--- config.mk ---
export PLATFORM = sky130hd
export DESIGN_NAME = rlhs_ctrl
export DESIGN_NICKNAME = d
export VERILOG_FILES = /design/src/sv/assert_macros.svh /design/src/sv/rlhs_pkg.sv /design/src/sv/rlhs_ctrl.sv
export SDC_FILE = /design/constraint.sdc
export NUM_CORES = 1
export LEC_CHECK = 0
export ABC_CLOCK_PERIOD_IN_PS = 900
export BUFFER_PORTS_ARGS = -buffer_cell sky130_fd_sc_hd__buf_2
export CAP_MARGIN = 20
export CELL_PAD_IN_SITES_DETAIL_PLACEMENT = 0
export CELL_PAD_IN_SITES_GLOBAL_PLACEMENT = 2
export CORE_MARGIN = 4
export CORE_UTILIZATION = 15
export CTS_CLUSTER_SIZE = 20
export DETAILED_ROUTE_END_ITERATION = 10
export GPL_TIMING_DRIVEN = 0
export MAX_ROUTING_LAYER = met4
export PLACE_DENSITY_LB_ADDON = 0.1
export SLEW_MARGIN = 20
export SYNTH_ARGS = -nofsm -noshare
export SYNTH_HDL_FRONTEND = slang
export SYNTH_SLANG_ARGS = --single-unit
--- constraint.sdc ---
create_clock -name clk -period 0.9 [get_ports clk]
set_input_delay 0.09 -clock clk [delete_from_list [all_inputs] [get_ports clk]]
set_output_delay 0.09 -clock clk [all_outputs]
set_load 0.01 [all_outputs]
--- src/sv/assert_macros.svh ---
// Assertion macros shared by the rate-limit probe RTL.
// Defined empty when SYNTH is set, so synthesis sees no assertions.
`ifndef ASSERT_MACROS_SVH
`define ASSERT_MACROS_SVH
`ifndef SYNTH
`define ASSERT_ALWAYS(lbl, clk, rst_n, prop) \
	lbl: assert property (@(posedge clk) disable iff (!rst_n) (prop)) \
		else $error("assertion failed");
`define ASSERT_NEVER(lbl, clk, rst_n, expr) \
	lbl: assert property (@(posedge clk) disable iff (!rst_n) !(expr)) \
		else $error("forbidden condition seen");
`else
`define ASSERT_ALWAYS(lbl, clk, rst_n, prop)
`define ASSERT_NEVER(lbl, clk, rst_n, expr)
`endif
`endif

--- src/sv/rlhs_pkg.sv ---
// Shared constants and controller/datapath interface types for the
// rate-limit hash set probe. No dependencies.
`default_nettype none

package rlhs_pkg;

	localparam int SLOTS     = 1024;
	localparam int KEY_BITS  = 64;
	localparam int ADDR_W    = (SLOTS > 1) ? $clog2(SLOTS) : 1;
	localparam int CNT_W     = $clog2(SLOTS + 1);
	localparam int DATA_W    = 64;
	localparam int CFG_W     = 11;
	localparam int CFG_IDX_W = 2;
	localparam int HASH_W    = 32;
	localparam int DIV_BITS  = 4;
	localparam int DIV_STEPS = HASH_W / DIV_BITS;
	localparam int STEP_W    = (DIV_STEPS > 1) ? $clog2(DIV_STEPS) : 1;

	localparam logic [CFG_IDX_W-1:0] REG_SLOT_COUNT    = CFG_IDX_W'(0);
	localparam logic [CFG_IDX_W-1:0] REG_INSERT_BUDGET = CFG_IDX_W'(1);

	localparam logic [CFG_W-1:0] SLOT_COUNT_RST    = CFG_W'(1024);
	localparam logic [CFG_W-1:0] INSERT_BUDGET_RST = CFG_W'(1024);

	typedef struct packed {
		logic clr_wr;
		logic load;
		logic div_step;
		logic rd_en;
		logic advance;
		logic insert;
		logic res_set;
		logic res_acc;
		logic out_load;
	} cmd_t;

	typedef struct packed {
		logic clr_last;
		logic count_zero;
		logic div_last;
		logic slot_empty;
		logic slot_match;
		logic budget_ok;
		logic probe_last;
		logic out_free;
	} sts_t;

endpackage

`default_nettype wire

--- src/sv/rlhs_ctrl.sv ---
// Sequencer for the probe: clearing pass, start-slot division, probe walk
// and result hand-off. Depends on rlhs_pkg.
`default_nettype none

module rlhs_ctrl (
	input  wire logic          clk,
	input  wire logic          arst_n,
	input  wire logic          in_valid,
	input  wire rlhs_pkg::sts_t sts,
	output rlhs_pkg::cmd_t     cmd,
	output logic               in_stall
);

	typedef enum logic [2:0] {
		S_CLEAR,
		S_IDLE,
		S_DIV,
		S_READ,
		S_CHECK,
		S_DONE
	} state_t;

	state_t state_q, state_nxt;

	always_comb begin
		cmd       = '0;
		state_nxt = state_q;
		in_stall  = (state_q != S_IDLE);
		case (state_q)
			S_CLEAR: begin
				cmd.clr_wr = 1'b1;
				if (sts.clr_last) begin
					state_nxt = S_IDLE;
				end
			end
			S_IDLE: begin
				if (in_valid) begin
					cmd.load  = 1'b1;
					state_nxt = S_DIV;
				end
			end
			S_DIV: begin
				if (sts.count_zero) begin
					cmd.res_set = 1'b1;
					cmd.res_acc = 1'b0;
					state_nxt   = S_DONE;
				end else begin
					cmd.div_step = 1'b1;
					if (sts.div_last) begin
						state_nxt = S_READ;
					end
				end
			end
			S_READ: begin
				cmd.rd_en = 1'b1;
				state_nxt = S_CHECK;
			end
			S_CHECK: begin
				if (sts.slot_empty) begin
					cmd.res_set = 1'b1;
					cmd.res_acc = sts.budget_ok;
					cmd.insert  = sts.budget_ok;
					state_nxt   = S_DONE;
				end else if (sts.slot_match) begin
					cmd.res_set = 1'b1;
					cmd.res_acc = 1'b1;
					state_nxt   = S_DONE;
				end else if (sts.probe_last) begin
					cmd.res_set = 1'b1;
					cmd.res_acc = 1'b0;
					state_nxt   = S_DONE;
				end else begin
					cmd.advance = 1'b1;
					state_nxt   = S_READ;
				end
			end
			S_DONE: begin
				if (sts.out_free) begin
					cmd.out_load = 1'b1;
					state_nxt    = S_IDLE;
				end
			end
			default: begin
				state_nxt = S_IDLE;
			end
		endcase
	end

	always_ff @(posedge clk or negedge arst_n) begin
		if (!arst_n) begin
			state_q <= S_CLEAR;
		end else begin
			state_q <= state_nxt;
		end
	end

endmodule

`default_nettype wire

Word level (Yosys, flattened, before mapping)
Cells that the tools add are included.

Flip-flop bits (word level): 3. Input bits: 11. Output and inout bits: 10. Word-level logic and storage cells: 40.

Eq/ne operators: 10. Multiplexer cells: 27. Reduce and logical (&&, ||, !) cells: 2.

Operators with widths (number): 3-bit two-way mux (8); 3-bit case mux with 6 select lines (1); 1-bit two-way mux (12); 2-bit two-way mux (5); 3-bit by 2-bit == test with 1-bit output (second input constant) (2); 3-bit == test (second input constant) (2); 2-bit inequality test (second input constant) (3); 2-bit case mux with 2 select lines (1); 4-bit AND reduction (1); 3-bit by 1-bit == test with 1-bit output (second input constant) (1); 3-bit zero test (1); 3-bit by 1-bit inequality test with 1-bit output (second input constant) (1); 3-bit inequality test (second input constant) (1).

Depth between registers and ports, before layout
Word-level depth: 4. Depth in mapped cells: 4. Gate-level depth less buffers: 3.

Least setup slack after synthesis
No wires, ideal clock.

Path type: reg-to-reg. From: register state_q[2]. To: register state_q[1]. Library setup time: 83 ps. Data arrival time: 981 ps. Required time: 817 ps. Path slack: -163 ps. Stages on the path, launching flop included: 5. Buffers on the path: 1. Clock period less this slack: 1063 ps. Cell sequence: dfrtp_1 buf_2 nor4b_4 nor2_1 o21ai_0.

Cells in the longest elaborated chain, start to end: 3. Elaborated cells on any way between the ends: 12. Those cells by class: eq/ne: 9; mux: 1; reduce/logical: 2.

Ends and longest elaborated chain: start, declared (line rlhs_ctrl.sv:23) `state_t state_q, state_nxt;`; start signal, assigned (line rlhs_ctrl.sv:93) `state_q <= state_nxt;`; 3-bit by 2-bit == test with 1-bit output (tied with other cells) (line rlhs_ctrl.sv:29) `case (state_q)`; 3-bit inequality test (no line) / 2-bit inequality test (equally long branches); 4-bit AND reduction (no line).

Several ways; a longest one is shown, not always the timed one. A chain may end at the register's enable or synchronous reset.

==> results_dict.tcl <==
set metrics [dict create \
    combPwrFrac_pct 69.4 \
    worst_slack_ns -0.384 \
    fp-row-count 15 \
    die_x_um 51.0 \
    crit_chain "buf_6 -> nor4b_4 -> buf_2" \
    drive_above_1_share_pct 72.5 \
    ir_drop_mv 0.673 \
    power_leakage_uw 0.000279 \
    wire_per_inst_um 10.7 \
    grt_max_degree 9 \
    status "complete, but fails checks" \
    h-tree-depth 1 \
    drc 0 \
    syn_nets 47 \
    path_class "reg2out" \
    reg.largest.list "state_q x3" \
    p_sw_uw 711 \
    skew_ns 0.000207 \
    p_int_uw 1000 \
    yosys_warnings 0 \
    drv_slew 0 \
    hold_class "in2reg" \
    avgSynthCellArea_um2 7.72 \
    max_stage_delay_ns 0.37 \
    rsz0062_at_grt "yes" \
    cts_buffers 3 \
    die_h_um 51.0 \
    viasPerCell 3.89 \
    hpwl_um 712 \
    fmax_mhz 779 \
    synth.cell_area_um2 278 \
    cp_slowest_cell "dfrtp_1" \
    slew_headroom_pct 83.8 \
    min_period_over_period_pct 143 \
    grt_overflow 0 \
    power_uw 1710 \
    grt_pass1_wl_mm 1.54 \
    place_ws_ns -0.240 \
    antenna_cells 0 \
    min_period_ns 1.28 \
    synthToLayoutAreaGrowth_pct 112 \
    worst_setup_path_end_kind "output pin" \
    synth_edf_count 0 \
    drt_iter0_drc 0 \
    fin_tns_setup_ns -4.12 \
    regMostFlops "state_q" \
    ys_seq_area_share_pct 27.0 \
    grt_usage_pct 8.49 \
    setup_violations 13 \
    synth.distinct_cells 18 \
    first_pass_iters 1 \
    routed_wl_mm 1.00 \
    tightest_slew_ns 0.242 \
    netlist.area_leader.share_pct 27.0 \
    clock-sinks 3 \
    ys_ff_latch 3 \
    yosys.area.top_type "dfrtp_1" \
    grt_antenna_before_repair 0 \
    nets 81 \
    largest_register_ffs 3 \
    switching_share_pct 41.5 \
    power_density_mw_per_mm2 2910 \
    crit_fanout 7 \
    cpLargestDelayFamily "flip-flops" \
    cts_tree "yes" \
    synthArstFlopShare_pct 100 \
    path_clk_slew_ns 0.04 \
    cp_num_buf_inv 2 \
    postRouteAntennaNets 0 \
    place_congestion 0.566 \
    crit_path_start_kind "flop" \
    netlist_top_cells_area "dfrtp_1, nor4b_4, nand2_1" \
    power_frac_seq_pct 16.8 \
    synth_ff_type "dfrtp_1" \
    core_area_mm2 0.00175 \
    root_buffer "clkbuf_4" \
    synth_common_cells "nand2_1, nor2_1, a21oi_1, dfrtp_1" \
    clockPowerShare_pct 13.7 \
    pin_count 21 \
    grt_pass1_vias 373 \
    die_area_mm2 0.00260 \
    syn_inst 36 \
    cts_max_path_buffers 2 \
    worstPathRequired_ns 0.81 \
    via_count 366 \
    start_util_pct 15.9 \
    worstPathArrival_ns 1.19 \
    max_cap_viol_count 0 \
    failed_checks "setup timing" \
    port_buffers 20 \
    hold_violations 0 \
    insertion_delay_ns 0.23 \
]
==> path summary, 6_finish.rpt <==
check                                        from                      to  slack [ns]  depth (start not counted)
max                        state_q[2]$_DFFE_PN0P_                  cmd[6]       -0.38                          3
min                                      in_valid  state_q[0]$_DFFE_PN0P_        0.15                          4
max reg2reg                state_q[2]$_DFFE_PN0P_  state_q[2]$_DFFE_PN0P_       -0.24                          6
min reg2reg                state_q[1]$_DFFE_PN0P_  state_q[2]$_DFFE_PN0P_        0.68                          3
max in group asynchronous                  arst_n  state_q[1]$_DFFE_PN0P_        0.60                          2
min in group asynchronous                  arst_n  state_q[2]$_DFFE_PN0P_        0.18                          2
==> cells in the final DEF, fill, tap and decap left out, types with 2 or more instances in the layout <==
| cell | count |
|---|---|
| nor2_2 | 2 |
| clkbuf_4 | 3 |
| nand2_1 | 4 |
| nand2b_1 | 2 |
| buf_2 | 18 |
| buf_6 | 6 |
| nor3_1 | 2 |
| a21oi_2 | 3 |
| nor2_4 | 2 |
| buf_4 | 6 |
| dfrtp_1 | 2 |
==> power by group through the flow <==
stage	sequential (µW)	clock, µW	combinational (µW)
finish	288	235	1190
global route	295	252	1300
CTS	281	249	1110
detailed placement	275	0	831
global placement	272	0	839
floorplan	249	0	586
==> layout make-up <==
class                   count  area [µm²]
repair buffers             29         190
inverters                   2        7.51
multi-input cells          29         234
clock buffers               4        26.3
plain buffers               2        22.5
well taps                  25        31.3
flip-flops and latches      3        76.3
fillers                   210        1160
==> worst reg2reg max path, stage by stage, from the launching register on <==
cell,delay (ns)
dfrtp_1,0.37
buf_6,0.15
buf_4,0.14
buf_4,0.13
buf_4,0.12
o2111ai_2,0.05
nand2_1,0.06
==> per-layer routing <==
metal / up-vias / wire length (µm) / GRT usage (%)
li1: 188 / - / -
met1: 165 / 438 / 8.95
met2: 13 / 486 / 13.1
met3: 0 / 78 / 3.50
met4: 0 / 0 / 5.38
met5: - / 0 / -
==> per-stage QoR <==
step | cells | utilization [%] | hold slack [ns] | cell area [µm²]
after floorplan | 36 | - | -0.206 | 307
after global placement | 81 | 25.1 | -0.112 | 438
after detailed placement | 81 | 25.1 | -0.112 | 438
after CTS | 93 | 32.2 | 0.151 | 562
after global routing | 94 | 33.7 | 0.160 | 588
final | 94 | 33.7 | 0.153 | 588
==> cells by family (layout without fill, tap and decap cells) <==
| family | count (synthesis) | count (layout) | share of synthesized area [%] |
|---|---|---|---|
| and+or+nand+nor | 22 | 22 | 49.5 |
| AOI/OAI and AO/OA | 7 | 7 | 17.1 |
| buffers and inverters | 4 | 37 | 6.31 |
| DFF | 3 | 3 | 27.0 |
==> what timing repair did <==
action	in CTS	in global routing
hold buffers	1	0
resized for setup	9	6
setup buffers	7	2
setup endpoints to repair	13	13
hold endpoints to repair	3	0
pin swaps	5	4
No activity file was read; power rests on OpenSTA's default activity.
